--- src/rtl/mbmm_pkg.sv ---
// Package for the MIDI button mode mapper: message kinds, button modes,
// looper phases, register indexes and the step value table lookup.
// Has no dependencies; every other file imports it.
package mbmm_pkg;

  localparam int unsigned NumW     = 7;
  localparam int unsigned ChanW    = 4;
  localparam int unsigned TimeW    = 16;
  localparam int unsigned StepIdxW = 3;
  localparam int unsigned TableEntries = 5;
  localparam int unsigned TableW   = TableEntries * NumW;
  localparam int unsigned CfgIdxW  = 3;

  localparam logic [NumW-1:0] CmdRecord  = 7'd120;
  localparam logic [NumW-1:0] CmdPlay    = 7'd121;
  localparam logic [NumW-1:0] CmdOverdub = 7'd122;
  localparam logic [NumW-1:0] CmdStop    = 7'd123;
  localparam logic [NumW-1:0] CmdClear   = 7'd124;
  localparam logic [NumW-1:0] CmdUndo    = 7'd125;
  localparam logic [NumW-1:0] ValFull    = 7'd127;
  localparam logic [NumW-1:0] ValZero    = 7'd0;
  localparam logic [NumW-1:0] OffsUp     = 7'd32;
  localparam logic [NumW-1:0] OffsDownMp = 7'd64;
  localparam logic [NumW-1:0] OffsDownIc = 7'd24;
  localparam logic [TimeW-1:0] TimeMax   = 16'hFFFF;
  localparam logic [TimeW-1:0] DoubleClickReset = 16'd300;
  localparam logic [TimeW-1:0] LongPressReset   = 16'd2000;

  typedef enum logic [1:0] {
    KIND_ON    = 2'd0,
    KIND_OFF   = 2'd1,
    KIND_CC    = 2'd2,
    KIND_OTHER = 2'd3
  } kind_e;

  typedef enum logic [2:0] {
    MODE_STANDARD   = 3'd0,
    MODE_TOGGLE     = 3'd1,
    MODE_TOGGLE_CC  = 3'd2,
    MODE_MULTIPRESS = 3'd3,
    MODE_INC_CC     = 3'd4,
    MODE_LOOPER     = 3'd5
  } mode_e;

  typedef enum logic [2:0] {
    PH_NONE    = 3'd0,
    PH_CLEAR   = 3'd1,
    PH_RECORD  = 3'd2,
    PH_PLAY    = 3'd3,
    PH_OVERDUB = 3'd4,
    PH_STOP    = 3'd5
  } phase_e;

  typedef enum logic [CfgIdxW-1:0] {
    REG_BUTTON_MODE    = 3'd0,
    REG_LOOPER_CHANNEL = 3'd1,
    REG_DOUBLE_CLICK   = 3'd2,
    REG_LONG_PRESS     = 3'd3,
    REG_STEP_TABLE     = 3'd4
  } cfg_reg_e;

  // Entries past the end of the packed table read as zero.
  function automatic logic [NumW-1:0] step_entry(input logic [TableW-1:0] tbl,
                                                 input logic [StepIdxW-1:0] idx);
    logic [NumW-1:0] val;
    val = '0;
    for (int i = 0; i < TableEntries; i++) begin
      if (idx == StepIdxW'(i)) begin
        val = tbl[i*NumW +: NumW];
      end
    end
    return val;
  endfunction

endpackage

--- src/rtl/midi_button_mode_mapper_top.sv ---
// MIDI button mode mapper, top level: input register, single-pass rewrite
// logic and a result register. Depends on mbmm_pkg.
//
//   channel | handshake                  | moves
//   --------+----------------------------+----------------------------------
//   in      | in_valid_i / in_stall_o    | one message or 1 ms tick
//   out     | out_valid_o / out_stall_i  | zero or one rewritten message
//   cfg     | cfg_valid_i / cfg_ready_o  | register index and write data
//
// One transaction enters per cycle while in_stall_o is low. Its result goes
// to the output ports via the input register, then the result register.
// A tick usually makes no result.
// State and valid flops clear on rst_ni (payloads do not); no clearing pass.
// A stall on the output holds the result register, and the input register
// then holds its item and raises in_stall_o.
module midi_button_mode_mapper_top #(
  parameter int unsigned STEP_COUNT = 5
) (
  input  logic                            clk_i,
  input  logic                            rst_ni,
  input  logic                            in_valid_i,
  output logic                            in_stall_o,
  input  logic                            req_type_i,
  input  logic [1:0]                      msg_kind_i,
  input  logic [mbmm_pkg::ChanW-1:0]      chan_i,
  input  logic [mbmm_pkg::NumW-1:0]       data_number_i,
  input  logic [mbmm_pkg::NumW-1:0]       data_value_i,
  output logic                            out_valid_o,
  input  logic                            out_stall_i,
  output logic [1:0]                      out_kind_o,
  output logic [mbmm_pkg::ChanW-1:0]      out_chan_o,
  output logic [mbmm_pkg::NumW-1:0]       out_number_o,
  output logic [mbmm_pkg::NumW-1:0]       out_value_o,
  output logic                            from_timer_o,
  output logic                            lamp_on_o,
  output logic [2:0]                      looper_phase_o,
  input  logic                            cfg_valid_i,
  output logic                            cfg_ready_o,
  input  logic [mbmm_pkg::CfgIdxW-1:0]    cfg_index_i,
  input  logic [mbmm_pkg::TableW-1:0]     cfg_data_i
);
  import mbmm_pkg::*;

  localparam logic [StepIdxW-1:0] MaxIdx = StepIdxW'(STEP_COUNT - 1);

  // Input register.
  logic              s1_valid_q;
  logic              s1_tick_q;
  kind_e             s1_kind_q;
  logic [ChanW-1:0]  s1_chan_q;
  logic [NumW-1:0]   s1_num_q;
  logic [NumW-1:0]   s1_val_q;

  // Configuration.
  mode_e             mode_q, mode_d;
  logic [ChanW-1:0]  loop_chan_q, loop_chan_d;
  logic [TimeW-1:0]  dclick_q, dclick_d;
  logic [TimeW-1:0]  lpress_q, lpress_d;
  logic [TableW-1:0] table_q, table_d;

  // Block state.
  logic              lamp_q, lamp_d;
  logic              rel_off_q, rel_off_d;
  logic              skip_rel_q, skip_rel_d;
  logic [StepIdxW-1:0] step_idx_q, step_idx_d;
  phase_e            phase_q, phase_d;
  logic              clr_lp_q, clr_lp_d;
  logic [TimeW-1:0]  since_q, since_d;
  logic [TimeW-1:0]  ptimer_q, ptimer_d;
  logic              prun_q, prun_d;

  // Result register.
  logic              out_valid_q;
  kind_e             out_kind_q;
  logic [ChanW-1:0]  out_chan_q;
  logic [NumW-1:0]   out_num_q;
  logic [NumW-1:0]   out_val_q;
  logic              out_timer_q;
  logic              out_lamp_q;
  phase_e            out_phase_q;

  // Result of the current step.
  logic              res_en;
  kind_e             res_kind;
  logic [ChanW-1:0]  res_chan;
  logic [NumW-1:0]   res_num;
  logic [NumW-1:0]   res_val;
  logic              res_timer;

  logic advance;
  logic in_accept;
  logic [TimeW-1:0] ptimer_inc;
  logic note_on;
  logic note_off;
  logic is_up;

  assign advance    = s1_valid_q && (!out_valid_q || !out_stall_i);
  assign in_stall_o = s1_valid_q && !advance;
  assign in_accept  = in_valid_i && !in_stall_o;
  assign cfg_ready_o = 1'b1;

  assign note_on    = (s1_kind_q == KIND_ON);
  assign note_off   = (s1_kind_q == KIND_OFF);
  assign is_up      = (s1_val_q == ValFull);
  assign ptimer_inc = (ptimer_q != TimeMax) ? ptimer_q + TimeW'(1) : ptimer_q;

  always_comb begin
    mode_d      = mode_q;
    loop_chan_d = loop_chan_q;
    dclick_d    = dclick_q;
    lpress_d    = lpress_q;
    table_d     = table_q;
    lamp_d      = lamp_q;
    rel_off_d   = rel_off_q;
    skip_rel_d  = skip_rel_q;
    step_idx_d  = step_idx_q;
    phase_d     = phase_q;
    clr_lp_d    = clr_lp_q;
    since_d     = since_q;
    ptimer_d    = ptimer_q;
    prun_d      = prun_q;
    res_en      = 1'b0;
    res_kind    = s1_kind_q;
    res_chan    = s1_chan_q;
    res_num     = s1_num_q;
    res_val     = s1_val_q;
    res_timer   = 1'b0;

    if (advance) begin
      if (s1_tick_q) begin
        if (since_q != TimeMax) begin
          since_d = since_q + TimeW'(1);
        end
        if (prun_q) begin
          // A limit of zero fires on the first tick, the same as one.
          if (ptimer_inc < lpress_q) begin
            ptimer_d = ptimer_inc;
          end else begin
            prun_d   = 1'b0;
            ptimer_d = '0;
            clr_lp_d = 1'b0;
            if (lamp_q) begin
              res_en    = 1'b1;
              res_kind  = KIND_ON;
              res_chan  = loop_chan_q;
              res_val   = ValFull;
              res_timer = 1'b1;
              if (clr_lp_q) begin
                phase_d = PH_CLEAR;
                res_num = CmdClear;
              end else begin
                res_num = CmdUndo;
              end
            end
          end
        end
      end else begin
        res_en = 1'b1;
        if (note_on) begin
          since_d = '0;
        end
        case (mode_q)
          MODE_STANDARD: begin
            lamp_d = note_on;
          end
          MODE_TOGGLE: begin
            if (note_on) begin
              lamp_d = !lamp_q;
              if (lamp_q) begin
                res_val = ValZero;
              end
            end
          end
          MODE_TOGGLE_CC: begin
            if (rel_off_q) begin
              if (note_off) begin
                res_kind  = KIND_CC;
                res_val   = ValZero;
                rel_off_d = 1'b0;
                lamp_d    = 1'b0;
              end
            end else if (note_on) begin
              if (!lamp_q) begin
                lamp_d   = 1'b1;
                res_kind = KIND_CC;
                res_val  = ValFull;
              end else begin
                rel_off_d = 1'b1;
              end
            end
          end
          MODE_MULTIPRESS, MODE_INC_CC: begin
            if (note_off) begin
              if (!skip_rel_q) begin
                lamp_d   = !lamp_q;
                res_kind = KIND_CC;
                res_val  = lamp_q ? ValZero : ValFull;
              end else begin
                skip_rel_d = 1'b0;
              end
            end else if (s1_kind_q == KIND_CC && (is_up || s1_val_q == ValZero)) begin
              skip_rel_d = 1'b1;
              if (mode_q == MODE_MULTIPRESS) begin
                res_kind = KIND_ON;
                res_num  = s1_num_q + (is_up ? OffsUp : OffsDownMp);
                res_val  = ValFull;
              end else begin
                if (is_up) begin
                  if (step_idx_q < MaxIdx) begin
                    step_idx_d = step_idx_q + StepIdxW'(1);
                  end
                end else if (step_idx_q != '0) begin
                  step_idx_d = step_idx_q - StepIdxW'(1);
                end
                res_kind = KIND_CC;
                res_num  = s1_num_q + (is_up ? OffsUp : OffsDownIc);
                res_val  = step_entry(table_q, step_idx_d);
              end
            end
          end
          MODE_LOOPER: begin
            if (note_on) begin
              lamp_d   = 1'b1;
              prun_d   = 1'b1;
              ptimer_d = '0;
              res_kind = KIND_ON;
              res_chan = loop_chan_q;
              res_val  = ValFull;
              if (since_q < dclick_q) begin
                if (phase_q != PH_CLEAR) begin
                  res_num = CmdStop;
                  phase_d = PH_STOP;
                end else begin
                  res_num = CmdClear;
                end
              end else begin
                case (phase_q)
                  PH_CLEAR: begin
                    res_num = CmdRecord;
                    phase_d = PH_RECORD;
                  end
                  PH_RECORD: begin
                    res_num = CmdPlay;
                    phase_d = PH_PLAY;
                  end
                  PH_PLAY: begin
                    res_num = CmdOverdub;
                    phase_d = PH_OVERDUB;
                  end
                  PH_OVERDUB: begin
                    res_num = CmdPlay;
                    phase_d = PH_PLAY;
                  end
                  PH_STOP: begin
                    res_num  = CmdPlay;
                    clr_lp_d = 1'b1;
                    phase_d  = PH_PLAY;
                  end
                  default: begin
                    // No looper phase: the message goes on unchanged.
                    res_kind = s1_kind_q;
                    res_chan = s1_chan_q;
                    res_val  = s1_val_q;
                  end
                endcase
              end
            end else if (note_off) begin
              lamp_d = 1'b0;
            end
          end
          default: begin
          end
        endcase
      end
    end

    // User keeps configuration writes off in-flight transactions; unchecked.
    if (cfg_valid_i) begin
      case (cfg_reg_e'(cfg_index_i))
        REG_BUTTON_MODE: begin
          if (cfg_data_i[2:0] <= MODE_LOOPER) begin
            mode_d = mode_e'(cfg_data_i[2:0]);
            if (cfg_data_i[2:0] == MODE_LOOPER) begin
              if (phase_q == PH_NONE) begin
                phase_d = PH_CLEAR;
              end
            end else begin
              phase_d = PH_NONE;
            end
          end
        end
        REG_LOOPER_CHANNEL: loop_chan_d = cfg_data_i[ChanW-1:0];
        REG_DOUBLE_CLICK:   dclick_d    = cfg_data_i[TimeW-1:0];
        REG_LONG_PRESS:     lpress_d    = cfg_data_i[TimeW-1:0];
        REG_STEP_TABLE:     table_d     = cfg_data_i;
        default: begin
        end
      endcase
    end
  end

  always_ff @(posedge clk_i or negedge rst_ni) begin
    if (!rst_ni) begin
      s1_valid_q  <= 1'b0;
      mode_q      <= MODE_STANDARD;
      loop_chan_q <= '0;
      dclick_q    <= DoubleClickReset;
      lpress_q    <= LongPressReset;
      table_q     <= '0;
      lamp_q      <= 1'b0;
      rel_off_q   <= 1'b0;
      skip_rel_q  <= 1'b0;
      step_idx_q  <= '0;
      phase_q     <= PH_CLEAR;
      clr_lp_q    <= 1'b0;
      since_q     <= TimeMax;
      ptimer_q    <= '0;
      prun_q      <= 1'b0;
      out_valid_q <= 1'b0;
    end else begin
      mode_q      <= mode_d;
      loop_chan_q <= loop_chan_d;
      dclick_q    <= dclick_d;
      lpress_q    <= lpress_d;
      table_q     <= table_d;
      lamp_q      <= lamp_d;
      rel_off_q   <= rel_off_d;
      skip_rel_q  <= skip_rel_d;
      step_idx_q  <= step_idx_d;
      phase_q     <= phase_d;
      clr_lp_q    <= clr_lp_d;
      since_q     <= since_d;
      ptimer_q    <= ptimer_d;
      prun_q      <= prun_d;
      if (in_accept) begin
        s1_valid_q <= 1'b1;
      end else if (advance) begin
        s1_valid_q <= 1'b0;
      end
      if (advance && res_en) begin
        out_valid_q <= 1'b1;
      end else if (!out_stall_i) begin
        out_valid_q <= 1'b0;
      end
    end
  end

  always_ff @(posedge clk_i) begin
    if (in_accept) begin
      s1_tick_q <= req_type_i;
      s1_kind_q <= kind_e'(msg_kind_i);
      s1_chan_q <= chan_i;
      s1_num_q  <= data_number_i;
      s1_val_q  <= data_value_i;
    end
    if (advance && res_en) begin
      out_kind_q  <= res_kind;
      out_chan_q  <= res_chan;
      out_num_q   <= res_num;
      out_val_q   <= res_val;
      out_timer_q <= res_timer;
      out_lamp_q  <= lamp_d;
      out_phase_q <= phase_d;
    end
  end

  assign out_valid_o    = out_valid_q;
  assign out_kind_o     = out_kind_q;
  assign out_chan_o     = out_chan_q;
  assign out_number_o   = out_num_q;
  assign out_value_o    = out_val_q;
  assign from_timer_o   = out_timer_q;
  assign lamp_on_o      = out_lamp_q;
  assign looper_phase_o = out_phase_q;

endmodule

--- config.mk ---
export PLATFORM = sky130hd
export DESIGN_NAME = midi_button_mode_mapper_top
export DESIGN_NICKNAME = d
export VERILOG_FILES = /design/src/rtl/mbmm_pkg.sv /design/src/rtl/midi_button_mode_mapper_top.sv
export SDC_FILE = /design/constraint.sdc
export NUM_CORES = 1
export LEC_CHECK = 0
export ABC_AREA = 1
export BUFFER_PORTS_ARGS = -buffer_cell sky130_fd_sc_hd__buf_2
export CORE_MARGIN = 10
export CORE_UTILIZATION = 30
export CTS_BUF_LIST = sky130_fd_sc_hd__clkbuf_8
export DETAILED_ROUTE_END_ITERATION = 12
export GPL_TIMING_DRIVEN = 0
export SLEW_MARGIN = 40
export SYNTH_ARGS = -nofsm -noshare
export SYNTH_HDL_FRONTEND = slang
export SYNTH_SLANG_ARGS = --single-unit
--- constraint.sdc ---
create_clock -name clk_i -period 7 [get_ports clk_i]
set_clock_uncertainty 0.15 [all_clocks]
set_input_delay 0.35 -clock clk_i [delete_from_list [all_inputs] [get_ports clk_i]]
set_output_delay 0.35 -clock clk_i [all_outputs]
set_load 0.01 [all_outputs]
==> out/qor.csv <==
stage,metric,value,unit
clock_network,hold_buffers,43,
worst_setup_path,cp_common_cell,nor2_1,
routing,wire_per_inst,15.0,microns
die,initial_utilization,0.302,
routing,dr_total_vias,7862,
hold_path,whs_endpoint,out_valid_o,
clock_network,cts_sinks,165,
place,dp_hpwl,18.6,mm
clock_network,h-tree-depth,4,
worst_setup_path,cp_max_fo,27,
clock_network,cts_max_path_buffers,2,
sta,min_period,4.88,ns
cells_and_area,nets,1339,
routing,ant_nets,0,
pwr,vdd_ir_drop_max,142,uV
worst_setup_path,worstSetupPathType,reg2reg,
die,die-area,38000,sq um
routing,dr.pass1.iters,5,
pwr,power_density,240,nW/um^2
cells_and_area,diodes,0,
sta,hold_viol_final,0,
cells_and_area,final_layout_size_suffix_gt1_frac,0.184,
pwr,p_leak,5.10,nW
sta,rsz0062_at_grt,false,
pwr,p_total,2.65,mW
yosys,synthArstFlopShare,0.721,
yosys,ys_warn_count,0,
yosys,ys_ff_latch,165,
die,die_x,195,microns
worst_setup_path,r2r-start,ptimer_q[0],
sta,fin_crit_sh,0.697,
yosys,yosys.area.top_type,dfrtp_1,
cells_and_area,fin_util,0.362,
worst_setup_path,critPathArrivalTime,5.02,ns
grt,grt_max_degree,61,
grt,antenna_found_initial,0,
worst_setup_path,cp_slowest_cell,a2111oi_1,
sta,tns,0,ns
routing,drcViolationCount,0,
grt,grt_pass1_wl,40.2,mm
yosys,avgSynthCellArea,8.50,sq um
routing,vias_per_cell,4.79,
hold_path,hold_start,out_stall_i,
flow_run,drv_cap,0,
yosys,netlist_area,9190,sq um
clock_network,clock_latency,0.49,ns
worst_setup_path,path_cells,ha_1 > inv_1 > nor2_1 > nand2_1 > nor2_1 > nor3_2 > nand2_1 > nor3_1 > nand4_1 > nor2_1 > xnor2_1 > inv_1 > ha_1 > nand4_1 > a31oi_1 > a2111oi_1 > nand2_4 > nand3_4 > nand2_2 > o21ai_0,
cells_and_area,area_growth,20.0,%
clock_network,clk_pin_slew_worst_paths,0.09,ns
clock_network,postCtsSetupBuffers,0,
yosys,synth-seq-area-share,0.478,
worst_setup_path,rr_endpoint,out_kind_o[1],
sta,max_slew_margin,0.546,
worst_setup_path,path_delay_family,simple AND/OR/NAND/NOR gates,
die,num_io_pins,92,
worst_setup_path,worstRegToRegCells,20,
die,die_h,195,microns
clock_network,cts_tree,yes,
hold_path,min_path_type,in2reg,
hold_path,worstHoldPathCells,3,
worst_setup_path,worst-path-buf-inv,2,
worst_setup_path,cp.required,7.15,ns
place,io_buffers,90,
clock_network,numCtsBuffers,17,
cells_and_area,fill_cells,3144,
worst_setup_path,cp-start-kind,register,
place,globalplace.congestion,0.895,
yosys,syn-instance-count,1081,
sta,fmax,205,MHz
die,num_rows,64,
grt,grt_pass1_vias,7783,
worst_setup_path,critical_path.max_stage_delay,0.56,ns
grt,grtUsageTotal,0.130,
run_status,outcome,finished clean,
worst_setup_path,rrSetupSlack,2.12,ns
yosys,synth_flop_cell,dfrtp_1,
sta,setup-violations-final,0,
place,place_ws,2.22,ns
yosys,syn_nets,1186,
die,core_area,30400,sq um
yosys,yosysMostFrequentCell,nand2_1,
sta,setup_slack,2.12,ns
yosys,synthTopCellsByArea,"dfrtp_1, edfxtp_1, nand2_1",
worst_setup_path,cp-end-kind,register,
yosys,ys_top_cells_by_count,"nand2_1, inv_1, o21ai_0, dfrtp_1, a21oi_1",
sta,worstMarginPinSlew,0.679,ns
yosys,synth_edf_count,46,
routing,finalWirelength,24.7,mm
grt,grt_overflow_total,0,
sta,maxSlewViolCount,0,
clock_network,ctsResizeCount,0,
yosys,ys_types,54,
yosys,synth.top_cell.area_share,0.251,
routing,first_iter_violations,564,
clock_network,cts_root_buffer,clkbuf_8,
## placed cells by master, fill, tap and decap left out, types with 27 or more instances in the layout
cell type / Yosys / routed
a21oi_1: 74 / 74
buf_2: 2 / 91
dfrtp_1: 92 / 92
dfstp_2: 27 / 27
dlygate4sd3_1: 0 / 43
edfxtp_1: 46 / 46
ha_1: 40 / 40
inv_1: 169 / 172
nand2_1: 217 / 216
nand3_1: 48 / 48
nor2_1: 73 / 73
o21ai_0: 109 / 109
## report_power, final
part	total (mW)	internal (mW)	switching [mW]
Combinational	0.630	0.230	0.400
Sequential	1.26	1.16	0.0970
Clock	0.761	0.386	0.375
Total	2.65	1.78	0.872
## area by class of cell
type                       count  area (sq um)  area share
clock inverter                15           189      0.0171
clock buffer                  17           234      0.0212
buffer                        19           113      0.0102
multi-input combinational    716          4010       0.363
inverter                     181           681      0.0617
sequential                   165          4390       0.398
timing repair buffer         134           918      0.0833
tap                          396           495      0.0449
## sequential cells by signal, indices dropped and copies added, names as in the netlist, 16 cells and up
name      cells
table_q      35
dclick_q     16
lpress_q     16
ptimer_q     16
since_q      16
## worst max path at each step
stage / startpoint / slack [ns] / end / cells past startpoint
finish: ptimer_q[0] / 2.12 / out_kind_o[1] / 20
floorplan: ptimer_q[0] / 2.69 / out_kind_o[1] / 21
detailed placement: ptimer_q[0] / 2.22 / out_kind_o[1] / 20
global placement: ptimer_q[0] / 1.60 / out_kind_o[1] / 20
global route: ptimer_q[0] / 1.60 / out_kind_o[1] / 21
CTS: ptimer_q[0] / 2.17 / out_kind_o[1] / 20
## worst register-to-register path, stage by stage (launching register included)
cell and delay, ns:
dfrtp_1 0.42, ha_1 0.22, inv_1 0.11, nor2_1 0.07, nand2_1 0.16, nor2_1 0.13, nor3_2 0.19, nand2_1 0.14
nor3_1 0.28, nand4_1 0.20, nor2_1 0.15, xnor2_1 0.16, inv_1 0.07, ha_1 0.31, nand4_1 0.13, a31oi_1 0.06
a2111oi_1 0.56, nand2_4 0.24, nand3_4 0.18, nand2_2 0.39, o21ai_0 0.36
## routing by layer
layer  share of wire  global-route usage
met4           0.018              0.0410
met1            0.46               0.169
met2            0.47               0.209
met3           0.052              0.0276
met5               0                   0
## kinds of logic (layout without fill, tap and decap cells)
group | count (synthesis) | after routing | synth area share
other | 1 | 1 | 0.000408
adders and majority gates | 41 | 41 | 0.0567
muxes | 17 | 17 | 0.0208
AOI/OAI and AO/OA | 229 | 229 | 0.138
xor gates and xnor gates | 13 | 13 | 0.0124
and+or+nand+nor | 415 | 415 | 0.208
buffers and inverters | 200 | 366 | 0.0863
DFF | 165 | 165 | 0.478
## per-stage QoR
step | instance area (sq um) | hold WS (ns) | instances
6_report | 11000 | 0.0171 | 1643
5_1_grt | 11000 | 0.0136 | 1643
4_1_cts | 11000 | 0.0000375 | 1643
3_5_place_dp | 10200 | 0.174 | 1568
3_3_place_gp | 10100 | 0.320 | 1567
2_1_floorplan | 9190 | -0.0956 | 1081
(Power assumes the default switching activity.)
